$ cat config.mk
export PLATFORM = sky130hd
export DESIGN_NAME = priority_task_queue_affinity_top
export DESIGN_NICKNAME = d
export VERILOG_FILES = /design/src/hw/rtl/ptqa_pkg.sv /design/src/hw/rtl/ptqa_ram.sv /design/src/hw/rtl/priority_task_queue_affinity_top.sv
export SDC_FILE = /design/constraint.sdc
export NUM_CORES = 2
export LEC_CHECK = 0
export BUFFER_PORTS_ARGS = -buffer_cell sky130_fd_sc_hd__buf_2
export CAP_MARGIN = 30
export CORE_MARGIN = 10
export CORE_UTILIZATION = 50
export CTS_BUF_LIST = sky130_fd_sc_hd__clkbuf_4 sky130_fd_sc_hd__clkbuf_8 sky130_fd_sc_hd__clkbuf_16
export CTS_CLUSTER_DIAMETER = 60
export CTS_CLUSTER_SIZE = 28
export DETAILED_ROUTE_END_ITERATION = 8
export HOLD_SLACK_MARGIN = 0.06
export PLACE_DENSITY_LB_ADDON = 0.25
export SLEW_MARGIN = 20
export SYNTH_ARGS = -nofsm -noshare
export SYNTH_HDL_FRONTEND = slang
export SYNTH_SLANG_ARGS = --single-unit
$ cat constraint.sdc
create_clock -name clk -period 6.95 [get_ports clk]
set_input_delay 0.3475 -clock clk [delete_from_list [all_inputs] [get_ports clk]]
set_output_delay 0.3475 -clock clk [all_outputs]
set_load 0.05 [all_outputs]
$ cat src/hw/rtl/ptqa_pkg.sv
// Package for the priority task queue with worker affinity.
// Holds the stored entry and result types, field widths, status and register codes.
// No dependencies.
package ptqa_pkg;

  localparam int WORKER_COUNT = 16;
  localparam int LEVEL_COUNT  = 16;

  localparam int TAG_W    = 16;
  localparam int LEVEL_W  = 4;
  localparam int WORKER_W = 16;
  localparam int REQ_W    = 4;
  localparam int PRIO_W   = 4;
  localparam int STATUS_W = 3;

  localparam logic [WORKER_W-1:0] WORKER_MASK = WORKER_W'((64'd1 << WORKER_COUNT) - 64'd1);

  localparam logic signed [PRIO_W-1:0] RESET_LOWEST  = -4'sd5;
  localparam logic signed [PRIO_W-1:0] RESET_HIGHEST = 4'sd5;

  // Register indexes on the configuration port.
  localparam logic REG_LOWEST  = 1'b0;
  localparam logic REG_HIGHEST = 1'b1;

  // Kinds of input words.
  localparam logic KIND_PUSH = 1'b0;
  localparam logic KIND_POP  = 1'b1;

  // Result status codes.
  localparam logic [STATUS_W-1:0] ST_PUSHED        = 3'd0;
  localparam logic [STATUS_W-1:0] ST_FULL          = 3'd1;
  localparam logic [STATUS_W-1:0] ST_BAD_PRIORITY  = 3'd2;
  localparam logic [STATUS_W-1:0] ST_GIVEN         = 3'd3;
  localparam logic [STATUS_W-1:0] ST_EMPTY         = 3'd4;
  localparam logic [STATUS_W-1:0] ST_WAITING       = 3'd5;
  localparam logic [STATUS_W-1:0] ST_NONE_ELIGIBLE = 3'd6;

  typedef struct packed {
    logic [TAG_W-1:0]    tag;
    logic [LEVEL_W-1:0]  level;
    logic [WORKER_W-1:0] mask;
  } entry_t;

  typedef struct packed {
    logic [STATUS_W-1:0] status;
    logic [TAG_W-1:0]    given;
    logic                wake;
    logic [REQ_W-1:0]    woken;
    logic [WORKER_W-1:0] released;
  } result_t;

endpackage

$ cat src/hw/rtl/ptqa_ram.sv
// Generic single-write, single-read RAM with registered read data.
// No dependencies.
module ptqa_ram #(
  parameter int WIDTH = 8,
  parameter int DEPTH = 32
) (
  input  logic                     clk,
  input  logic                     we,
  input  logic [$clog2(DEPTH)-1:0] waddr,
  input  logic [WIDTH-1:0]         wdata,
  input  logic [$clog2(DEPTH)-1:0] raddr,
  output logic [WIDTH-1:0]         rdata
);

  logic [WIDTH-1:0] mem [DEPTH];

  always_ff @(posedge clk) begin
    if (we) begin
      mem[waddr] <= wdata;
    end
    rdata <= mem[raddr];
  end

endmodule

$ cat src/hw/rtl/priority_task_queue_affinity_top.sv
// Top level of the priority task queue with worker affinity.
// Depends on ptqa_pkg and ptqa_ram.
//
// Usage: an input word (kind, task_tag, task_priority, eligible_workers, requester)
// is taken when in_valid is high and in_stall is low; each word yields exactly one
// result word (status, given_task, wake_valid, woken_worker, released_workers),
// taken when out_valid is high and out_stall is low. The two priority bounds are
// written over the APB port (lowest at 0x0, highest at 0x4); the user must do so only
// while the block is idle, as the block itself does not enforce it. A push, and a
// pop answered without a scan, goes from the idle state through the emit state to the
// output register. A pop on a non-empty queue sweeps all stored entries through the
// single read port of the entry RAM in the scan state; when it hands out an entry,
// the shift state moves each younger entry down one place, and then the emit state
// offers the result. in_stall is high while a word is in work; the next word can be
// taken in the cycle in which a result is offered. A word that finishes while the
// receiver stalls an earlier result holds in its last step until the output register
// frees up.
// Reset clears the queue (fill count zero), the waiting set and the output valid,
// and loads the bounds -5 and +5. No clearing pass is needed.
module priority_task_queue_affinity_top #(
  parameter int QUEUE_DEPTH = 32
) (
  input  logic                                   clk,
  input  logic                                   rst,
  input  logic                                   psel,
  input  logic                                   penable,
  input  logic                                   pwrite,
  input  logic [2:0]                             paddr,
  input  logic [31:0]                            pwdata,
  output logic [31:0]                            prdata,
  output logic                                   pready,
  input  logic                                   in_valid,
  output logic                                   in_stall,
  input  logic                                   kind,
  input  logic [ptqa_pkg::TAG_W-1:0]             task_tag,
  input  logic signed [ptqa_pkg::PRIO_W-1:0]     task_priority,
  input  logic [ptqa_pkg::WORKER_W-1:0]          eligible_workers,
  input  logic [ptqa_pkg::REQ_W-1:0]             requester,
  output logic                                   out_valid,
  input  logic                                   out_stall,
  output logic [ptqa_pkg::STATUS_W-1:0]          status,
  output logic [ptqa_pkg::TAG_W-1:0]             given_task,
  output logic                                   wake_valid,
  output logic [ptqa_pkg::REQ_W-1:0]             woken_worker,
  output logic [ptqa_pkg::WORKER_W-1:0]          released_workers
);

  localparam int CntW = $clog2(QUEUE_DEPTH + 1);
  localparam int IdxW = $clog2(QUEUE_DEPTH);
  localparam int EntW = $bits(ptqa_pkg::entry_t);

  localparam logic [1:0] S_IDLE  = 2'd0;
  localparam logic [1:0] S_SCAN  = 2'd1;
  localparam logic [1:0] S_SHIFT = 2'd2;
  localparam logic [1:0] S_EMIT  = 2'd3;

  logic [1:0]                          state;
  logic signed [ptqa_pkg::PRIO_W-1:0]  lowest;
  logic signed [ptqa_pkg::PRIO_W-1:0]  highest;
  logic [CntW-1:0]                     count;
  logic [ptqa_pkg::WORKER_W-1:0]       waiting;
  logic [ptqa_pkg::REQ_W-1:0]          op_req;
  logic [CntW-1:0]                     scan_i;
  logic                                got;
  logic                                skipped;
  logic [ptqa_pkg::LEVEL_W-1:0]        best_lvl;
  logic [CntW-1:0]                     best_idx;
  logic [ptqa_pkg::TAG_W-1:0]          best_task;
  logic [CntW-1:0]                     wptr;
  logic                                pend;
  ptqa_pkg::result_t                   res;
  ptqa_pkg::result_t                   out_res;

  // Combinational helpers.
  logic                                accept;
  logic                                cfg_write;
  logic signed [ptqa_pkg::PRIO_W:0]    prio_diff;
  logic signed [ptqa_pkg::PRIO_W:0]    top_diff;
  logic signed [ptqa_pkg::PRIO_W+1:0]  top_lvl;
  logic                                bad_prio;
  logic                                is_full;
  logic                                push_ok;
  logic                                start_scan;
  ptqa_pkg::result_t                   idle_res;
  logic [ptqa_pkg::WORKER_W-1:0]       elig_in;
  logic [ptqa_pkg::WORKER_W-1:0]       cand;
  logic [ptqa_pkg::REQ_W-1:0]          wake_idx;
  logic [ptqa_pkg::WORKER_W-1:0]       self_bit;
  logic                                in_view;
  logic                                may_run;
  logic                                eval;
  logic                                got_next;
  logic                                skipped_next;
  logic [ptqa_pkg::LEVEL_W-1:0]        best_lvl_next;
  logic [CntW-1:0]                     best_idx_next;
  logic [ptqa_pkg::TAG_W-1:0]          best_task_next;
  logic                                shift_done;
  logic [CntW:0]                       shift_addr;

  logic                                ram_we;
  logic [IdxW-1:0]                     ram_waddr;
  logic [IdxW-1:0]                     ram_raddr;
  ptqa_pkg::entry_t                    wr_entry;
  ptqa_pkg::entry_t                    rd_entry;

  ptqa_ram #(
    .WIDTH (EntW),
    .DEPTH (QUEUE_DEPTH)
  ) u_entries (
    .clk   (clk),
    .we    (ram_we),
    .waddr (ram_waddr),
    .wdata (wr_entry),
    .raddr (ram_raddr),
    .rdata (rd_entry)
  );

  assign pready    = 1'b1;
  assign cfg_write = psel && penable && pwrite;
  assign in_stall  = (state != S_IDLE);
  assign accept    = in_valid && !in_stall;

  always_comb begin
    unique case (paddr[2])
      ptqa_pkg::REG_LOWEST:  prdata = {{(32 - ptqa_pkg::PRIO_W){1'b0}}, lowest};
      ptqa_pkg::REG_HIGHEST: prdata = {{(32 - ptqa_pkg::PRIO_W){1'b0}}, highest};
      default:               prdata = '0;
    endcase
  end

  assign status           = out_res.status;
  assign given_task       = out_res.given;
  assign wake_valid       = out_res.wake;
  assign woken_worker     = out_res.woken;
  assign released_workers = out_res.released;

  // Push checks.
  assign prio_diff = {task_priority[ptqa_pkg::PRIO_W-1], task_priority}
                   - {lowest[ptqa_pkg::PRIO_W-1], lowest};
  assign bad_prio  = (task_priority < lowest) || (task_priority > highest)
                   || (int'(prio_diff) >= ptqa_pkg::LEVEL_COUNT);
  assign is_full   = (int'(count) >= QUEUE_DEPTH);
  assign push_ok   = (kind == ptqa_pkg::KIND_PUSH) && !bad_prio && !is_full;
  assign elig_in   = eligible_workers & ptqa_pkg::WORKER_MASK;
  assign cand      = waiting & elig_in;

  // The lowest-numbered waiting worker that may run the pushed task.
  always_comb begin
    wake_idx = '0;
    for (int i = ptqa_pkg::WORKER_W - 1; i >= 0; i--) begin
      if (cand[i]) begin
        wake_idx = ptqa_pkg::REQ_W'(i);
      end
    end
  end

  // Result of a word that is answered without a scan.
  always_comb begin
    idle_res   = '0;
    start_scan = 1'b0;
    if (kind == ptqa_pkg::KIND_PUSH) begin
      if (bad_prio) begin
        idle_res.status = ptqa_pkg::ST_BAD_PRIORITY;
      end else if (is_full) begin
        idle_res.status = ptqa_pkg::ST_FULL;
      end else begin
        idle_res.status = ptqa_pkg::ST_PUSHED;
        if (cand != '0) begin
          idle_res.wake  = 1'b1;
          idle_res.woken = wake_idx;
        end
      end
    end else if (count == '0) begin
      idle_res.status = ptqa_pkg::ST_EMPTY;
    end else if (int'(requester) >= ptqa_pkg::WORKER_COUNT) begin
      idle_res.status = ptqa_pkg::ST_NONE_ELIGIBLE;
    end else if (waiting[requester]) begin
      idle_res.status = ptqa_pkg::ST_WAITING;
    end else begin
      start_scan = 1'b1;
    end
  end

  // Highest level a pop looks at; negative when the range is crossed.
  assign top_diff = {highest[ptqa_pkg::PRIO_W-1], highest} - {lowest[ptqa_pkg::PRIO_W-1], lowest};
  always_comb begin
    if (int'(top_diff) > ptqa_pkg::LEVEL_COUNT - 1) begin
      top_lvl = (ptqa_pkg::PRIO_W + 2)'(ptqa_pkg::LEVEL_COUNT - 1);
    end else begin
      top_lvl = {top_diff[ptqa_pkg::PRIO_W], top_diff};
    end
  end

  // Scan step: the RAM returns the entry at scan_i - 1 in this cycle.
  assign self_bit = ptqa_pkg::WORKER_W'(1) << op_req;
  assign eval     = (scan_i != '0);
  assign in_view  = $signed({2'b00, rd_entry.level}) <= top_lvl;
  assign may_run  = rd_entry.mask[op_req];

  always_comb begin
    got_next       = got;
    skipped_next   = skipped;
    best_lvl_next  = best_lvl;
    best_idx_next  = best_idx;
    best_task_next = best_task;
    if (eval && in_view) begin
      if (may_run) begin
        // A strictly higher level wins; within a level the oldest entry stays.
        if (!got || (rd_entry.level > best_lvl)) begin
          got_next       = 1'b1;
          best_lvl_next  = rd_entry.level;
          best_idx_next  = scan_i - CntW'(1);
          best_task_next = rd_entry.tag;
        end
      end else begin
        skipped_next = 1'b1;
      end
    end
  end

  assign shift_done = ({1'b0, wptr} + (CntW + 1)'(1)) >= {1'b0, count};
  assign shift_addr = {1'b0, wptr} + (pend ? (CntW + 1)'(2) : (CntW + 1)'(1));

  always_comb begin
    ram_we             = 1'b0;
    ram_waddr          = count[IdxW-1:0];
    ram_raddr          = scan_i[IdxW-1:0];
    wr_entry.tag       = task_tag;
    wr_entry.level     = prio_diff[ptqa_pkg::LEVEL_W-1:0];
    wr_entry.mask      = elig_in;
    unique case (state)
      S_IDLE: begin
        ram_we = accept && push_ok;
      end
      S_SHIFT: begin
        ram_raddr = shift_addr[IdxW-1:0];
        if (!shift_done && pend) begin
          ram_we    = 1'b1;
          ram_waddr = wptr[IdxW-1:0];
          wr_entry  = rd_entry;
        end
      end
      default: begin
      end
    endcase
  end

  always_ff @(posedge clk) begin
    if (rst) begin
      state     <= S_IDLE;
      lowest    <= ptqa_pkg::RESET_LOWEST;
      highest   <= ptqa_pkg::RESET_HIGHEST;
      count     <= '0;
      waiting   <= '0;
      out_valid <= 1'b0;
    end else begin
      if (cfg_write) begin
        unique case (paddr[2])
          ptqa_pkg::REG_LOWEST:  lowest  <= pwdata[ptqa_pkg::PRIO_W-1:0];
          ptqa_pkg::REG_HIGHEST: highest <= pwdata[ptqa_pkg::PRIO_W-1:0];
          default: begin
          end
        endcase
      end

      if ((state == S_EMIT) && (!out_valid || !out_stall)) begin
        out_valid <= 1'b1;
      end else if (out_valid && !out_stall) begin
        out_valid <= 1'b0;
      end

      unique case (state)
        S_IDLE: begin
          if (accept) begin
            res     <= idle_res;
            op_req  <= requester;
            scan_i  <= '0;
            got     <= 1'b0;
            skipped <= 1'b0;
            state   <= start_scan ? S_SCAN : S_EMIT;
            if (push_ok) begin
              count <= count + CntW'(1);
              if (cand != '0) begin
                waiting[wake_idx] <= 1'b0;
              end
            end
          end
        end

        S_SCAN: begin
          got       <= got_next;
          skipped   <= skipped_next;
          best_lvl  <= best_lvl_next;
          best_idx  <= best_idx_next;
          best_task <= best_task_next;
          if (scan_i == count) begin
            if (got_next) begin
              res.status <= ptqa_pkg::ST_GIVEN;
              res.given  <= best_task_next;
              wptr       <= best_idx_next;
              pend       <= 1'b0;
              state      <= S_SHIFT;
            end else begin
              res.status <= ptqa_pkg::ST_NONE_ELIGIBLE;
              if (skipped_next) begin
                res.released <= waiting & ~self_bit;
                waiting      <= self_bit;
              end else begin
                waiting <= waiting | self_bit;
              end
              state <= S_EMIT;
            end
          end else begin
            scan_i <= scan_i + CntW'(1);
          end
        end

        S_SHIFT: begin
          // Each younger entry moves down one place; the read runs one ahead.
          if (shift_done) begin
            count <= count - CntW'(1);
            state <= S_EMIT;
          end else if (!pend) begin
            pend <= 1'b1;
          end else begin
            wptr <= wptr + CntW'(1);
          end
        end

        S_EMIT: begin
          if (!out_valid || !out_stall) begin
            out_res <= res;
            state   <= S_IDLE;
          end
        end

        default: begin
          state <= S_IDLE;
        end
      endcase
    end
  end

endmodule
# Yosys cells after proc, flatten, opt, wreduce, memory -nomap -nowiden
# Memories as Yosys holds them, arrays and structs flattened. A register that Yosys moved wholly into a read port is not among the register bits.
# Cells that the tools add are included.
[classes]
n_addsub = 9
order_cmp = 12
n_eq_ne = 16
shifts = 1
n_mux = 101
bitwise_logic = 10
n_reduce_logical = 49
[ops]
columns = ["op", "n"]
rows = [
  ["$mux 16", 13],
  ["$mux 6", 13],
  ["$mux 36", 2],
  ["$mux 4", 16],
  ["$pmux 16 s2", 2],
  ["$pmux 32 s2", 1],
  ["$and 16x16->16", 3],
  ["$mux 40", 1],
  ["$pmux 19 s2", 1],
  ["$pmux 6 s2", 3],
  ["$mux 5", 7],
  ["$not 16->16", 2],
  ["$mux 1", 22],
  ["$ne 2x2->1 const B", 11],
  ["$mux 19", 1],
  ["$add 6x1->6 const B", 3],
  ["$reduce_and 6->1", 3],
  ["$or 16x16->16", 1],
  ["$reduce_and 4->1", 4],
  ["$reduce_bool 16->1", 1],
  ["$shl 1x4->16 const A", 1],
  ["$lt 4x5->1 const B", 3],
  ["$reduce_and 5->1", 3],
  ["$mux 2", 7],
  ["other kinds (33)", 74],
]
[totals]
regBits = 158
ramBits = 1152
elab_cells = 224
memories = 1
[mem_list]
columns = ["memory", "depth", "word_bits", "rd", "rd_clocked_by_memory_dff", "write_ports", "line_no", "source"]
rows = [
  ["u_entries.mem", 32, 36, 1, 1, 1, "ptqa_ram.sv:15", "logic [WIDTH-1:0] mem [DEPTH];"],
]

# Logic depth before layout (Yosys ltp)
[logic_depth]
ltp_word = 27
mapped_depth = 15
depth_no_buf = 14

# Hierarchy
# A second synthesis with hierarchy kept.
[hier_totals]
hier_cells = 3324
area_unflattened_um2 = 54536.1
[by_module_without_submodules]
columns = ["module", "instances", "cells_each", "area_each_um2", "seq_area_each_um2"]
rows = [
  ["ptqa_ram", 1, 2536, 45570.0, 35313.9],
  ["priority_task_queue_affinity_top", 1, 788, 8966.1, 4414.2],
]

# Worst setup path after synthesis
# No wires, ideal clock.
[synth_timing]
path_kind = "flip-flop to flip-flop"
startpoint = "register wptr[0]"
endpoint = "memory u_entries.mem[24][0] (netlist bit) (enable)"
setup_time_ns = 0.429
arrival_time_ns = 4.165
required_time_ns = 6.521
path_slack_ns = 2.356
stages_incl_launch_ff = 11
n_path_buf = 2
synth_period_minus_slack_ns = 4.594
path_cell_list = "edfxtp_1 -> ha_1 -> ha_1 -> a21o_1 -> a21o_1 -> a21o_1 -> a311o_1 -> clkbuf_1 -> buf_2 -> mux2_2 -> nor2_1"
[synth_between]
elab_chain_cells = 8
word_cells_on_any_way = 10
classes_between = "add/sub (1); order compare (1); mux (6); reduce/logical (2)"
[synth_lines]
columns = ["item", "line_no", "source"]
rows = [
  ["start: declaration", "priority_task_queue_affinity_top.sv:69", "logic [CntW-1:0] wptr;"],
  ["start signal: assignment", "priority_task_queue_affinity_top.sv:300", "wptr <= best_idx_next;"],
  ["start signal: assignment", "priority_task_queue_affinity_top.sv:326", "wptr <= wptr + CntW'(1);"],
  ["$add 6x1->7", "priority_task_queue_affinity_top.sv:221", "assign shift_done = ({1'b0, wptr} + (CntW + 1)'(1)) >= {1'b0, count};"],
  ["$ge 7x6->1", "priority_task_queue_affinity_top.sv:221", ""],
  ["$logic_not 1->1", "priority_task_queue_affinity_top.sv:237", "if (!shift_done && pend) begin"],
  ["$logic_and 1x1->1", "priority_task_queue_affinity_top.sv:237", ""],
  ["$mux 1", "priority_task_queue_affinity_top.sv:237", ""],
  ["$pmux 1 s2", "priority_task_queue_affinity_top.sv:231", "unique case (state)"],
  ["$mux 1", "ptqa_ram.sv:18", "if (we) begin"],
  ["$mux 1 (not written as such)", "ptqa_ram.sv:19", "mem[waddr] <= wdata;"],
  ["end: declaration", "ptqa_ram.sv:15", ""],
]
# Parallel ways exist; a longest one is shown, timed or not.

# Final worst setup path
[layout_timing]
startpoint = "register wptr[0]"
endpoint = "memory u_entries.mem[7][19] (netlist bit) (enable)"
# Same word-level chain as after synthesis.

==> key figures <==
Timing
  – Endpoints failing hold: 0
  – WHS: 0.119 ns
  – Final Max Slew Viols: 0
  – Max-slew headroom: 32.3%
  – Worst Skew: 0.0469 ns
  – Slew @ Worst Pin: 1.01 ns
  – Share of the clock period used by the worst path: 68.7%
  – Max frequency: 209 MHz
  – Tmin final: 4.78 ns
  – RSZ-0062 raised after global routing: no
  – Setup_tns: 0 ns
  – Final setup vio count: 0

Detailed routing
  – Met1 WL: 50.7 mm
  – Initial DRT Pass Iterations: 5
  – Final WL: 123 mm
  – DRC errors left: 0
  – Uppermost layer routed: met4
  – Initial DRC count: 2547
  – Drt wl/cell: 28.1 µm
  – Drt via density: 6.06
  – Final ANT Viol Nets: 0
  – Via count: 26.6k
  – WL met3: 10.1 mm
  – Wire length on met2: 59.8 mm

GRT
  – Total Routing Usage GR: 20.2%
  – First-pass GRT wire length: 183 mm
  – Vias in the first global route: 27.6k
  – Initial antenna violation count: 2
  – Gr ovfl total: 0
  – Largest net degree at the start of global routing: 145

Logic synthesis
  – Synthesized area: 54100 µm²
  – Main synth FF type: edfxtp_1
  – Async set or reset register ratio after synthesis: 0%
  – Seq cells post-synth: 1346
  – Post-synthesis cell count: 2785
  – Syn Area/Cell: 19.4 µm²
  – YS warnings: 0
  – Post-synth EDFFs: 1277
  – Synth unique cells: 69
  – Sequential share of the synthesized area: 73.4%

Worst setup path
  – WP buf/inv: 2
  – Crit-path cells: ha_1 > ha_1 > a21o_1 > a21o_1 > a21o_1 > a311o_2 > buf_16 > mux2_2 > nor2_4 > buf_4
  – Data arrival time of the worst path: 5.11 ns
  – Crit path kind: reg -> reg
  – WP data required: 7.28 ns
  – Crit path max fanout: 19
  – Most used cell, CP: a21o_1
  – Crit-path slowest cell: nor2_4
  – Register-to-register setup slack: 2.17 ns
  – Reg-to-reg critical path startpoint: wptr[0]
  – CP endpoint kind: register
  – CP startpoint: wptr[0]
  – R2r endpoint: u_entries.mem[7][19]
  – Crit path max-delay family: compound AO/OA/AOI/OAI gates
  – Worst path depth: 10
  – CP Capture Point: u_entries.mem[7][19]
  – R2r worst-path depth: 10
  – Startpoint types: register
  – Crit path largest cell delay: 0.81 ns

Power
  – Switching power: 0.00636 W
  – Internal Power: 0.0148 W
  – Clock share of power: 29.2%
  – Sequential power share: 46.0%
  – Pwr/cell area: 351 nW/µm²
  – Net Sw Frac: 30.1%
  – Logic gate share of total power: 24.9%
  – Worst vdd ir: 0.274 mV
  – Leakage: 19.5 nW

Placement
  – Buffers on Ports: 98
  – HPWL after detailed placement: 69.3 mm
  – RePlAce Congestion: 0.861

Floorplanning
  – Core Box Area: 107000 µm²
  – Row count: 120
  – Die Wd: 349 µm
  – Die height: 349 µm
  – Top Ports: 158
  – Initial Util: 50.5%
  – Die Area: 122000 µm²

Clock tree
  – Clk_lat worst skew: 0.70 ns
  – H-tree depth: 3
  – # Post-CTS Setup Buffers: 0
  – Bufs on Longest Clock Path: 3
  – Sink Count: 1346
  – Worst-path clk slew: 0.08 ns
  – CTS Buf Count: 93
  – Root Driver: clkbuf_16
  – CTS tree: done

Cells and area
  – Nets@finish: 3037
  – Layout cells sized above 1: 27.3%
  – Area Growth Syn to Fin: 11.3%
  – Antenna Cells: 0

Run status
  – Status: finished, final reports clean

Job
  – Max-Cap Viols: 0

Min path
  – Worst hold path type: in -> reg
==> routing by layer <==
layer	global-route usage, %	up-vias
met5	0	-
met2	33.0	954
li1	-	11462
met1	27.9	14057
met4	5.03	0
met3	4.06	137
==> worst min-delay path by stage <==
stage                            to  cells past startpoint  startpoint
5_1_grt                   out_valid                      4   out_stall
2_1_floorplan         given_task[0]                      0     res[21]
3_5_place_dp   released_workers[12]                      0     res[12]
6_report                  out_valid                      4   out_stall
3_3_place_gp         given_task[14]                      0     res[35]
4_1_cts                   out_valid                      4   out_stall
==> synth_stat cells (31+ instances only) <==
| cell type | n | area [µm²] |
|---|---|---|
| a21oi_1 | 79 | 395 |
| buf_2 | 68 | 340 |
| buf_4 | 31 | 233 |
| clkbuf_1 | 62 | 233 |
| dfxtp_1 | 69 | 1380 |
| edfxtp_1 | 1277 | 38300 |
| ha_1 | 41 | 513 |
| inv_1 | 48 | 180 |
| mux2_2 | 118 | 1330 |
| mux2i_1 | 90 | 901 |
| mux4_2 | 293 | 6600 |
| nand2_1 | 85 | 319 |
| nor2_1 | 122 | 458 |
| o211ai_1 | 41 | 308 |
| o21ai_0 | 65 | 325 |
==> final cells by class <==
cell class                 count  area (µm²)
clock buffer                 101        2420
clock inverter                74        1110
fill                        8016       47000
inverter                      49         184
multi-input combinational   1246       13800
sequential                  1346       39700
tap                         1403        1760
timing repair buffer         173        1240
==> layout by cell type, fill, tap and decap left out, types with 7 or more instances in the layout <==
cell type and n:
nor3_1 13, nand2_1 85, buf_2 98, a21o_1 7
dfxtp_1 69, inv_6 13, dlygate4sd3_1 9, clkinv_8 13
nor2b_1 15, xor2_1 10, buf_4 52, conb_1 29
a22oi_1 21, o21ai_0 65, buf_12 9, xnor2_1 18
and3_1 12, mux4_2 293, or3_1 7, nor2_1 90
mux2_4 10, inv_8 7, edfxtp_1 1277, and2_1 30
clkbuf_16 95, o211ai_1 41, inv_1 48, ha_1 40
mux2i_1 86, nand2b_1 12, nor2_4 32, a21oi_1 74
nand3_1 30, mux2_2 118, o21ai_1 7, inv_12 15
==> kinds of logic (layout without fill, tap and decap cells) <==
group,Yosys count,after routing,share of synthesized area [%]
compound gates,280,280,3.32
xor+xnor,28,28,0.453
fa+ha+maj,45,45,1.10
buf+inv,220,397,1.95
flops,1346,1346,73.4
mux,514,514,16.7
other cells,2,29,0.0139
simple gates,350,350,3.04
==> stage by stage <==
step	cells	worst slack, ns	power, W	cell area [µm²]	util (%)
global placement	4200	2.10	0.0151	56400	52.6
finish	4392	2.17	0.0211	60200	56.2
global route	4392	1.99	0.0221	60200	56.2
detailed placement	4206	2.06	0.0152	56500	52.7
floorplan	2812	2.36	0.0137	54200	-
CTS	4390	2.08	0.0213	60200	56.1
==> registers in the layout, summed over array words and instances, names as in the netlist <==
signal and flops:
best_idx 6, highest 4, best_task 16, skipped 1, pend 1, wptr 6
status 3, state 2, got 1, released_workers 16, wake_valid 1, res 40
u_entries.rdata 36, lowest 4, best_lvl 4, waiting 16, given_task 16, u_entries.mem 1152
scan_i 6, op_req 4, out_valid 1, count 6, woken_worker 4
==> worst register-to-register path: cells and delay by family, from the launching register on <==
kind | cells | cell delay, ns
and+or+nand+nor | 1 | 0.82
adders and majority gates | 2 | 0.67
buffers and inverters | 2 | 0.74
muxes | 1 | 0.47
DFF | 1 | 0.56
AOI/OAI and AO/OA | 4 | 1.17
==> power groups by stage <==
stage | clock network (W) | logic (W) | registers [W]
floorplan | 0 | 0.00399 | 0.00975
global placement | 0 | 0.00518 | 0.00989
detailed placement | 0 | 0.00530 | 0.00990
CTS | 0.00630 | 0.00532 | 0.00971
global route | 0.00661 | 0.00571 | 0.00975
finish | 0.00617 | 0.00526 | 0.00972
==> what timing repair did <==
action | in CTS | in global routing
gates resized for setup | 0 | 0
hold endpoints to repair | 14 | 0
hold buffers | 9 | 0
Note: power is estimated with default switching activity, not from simulation.
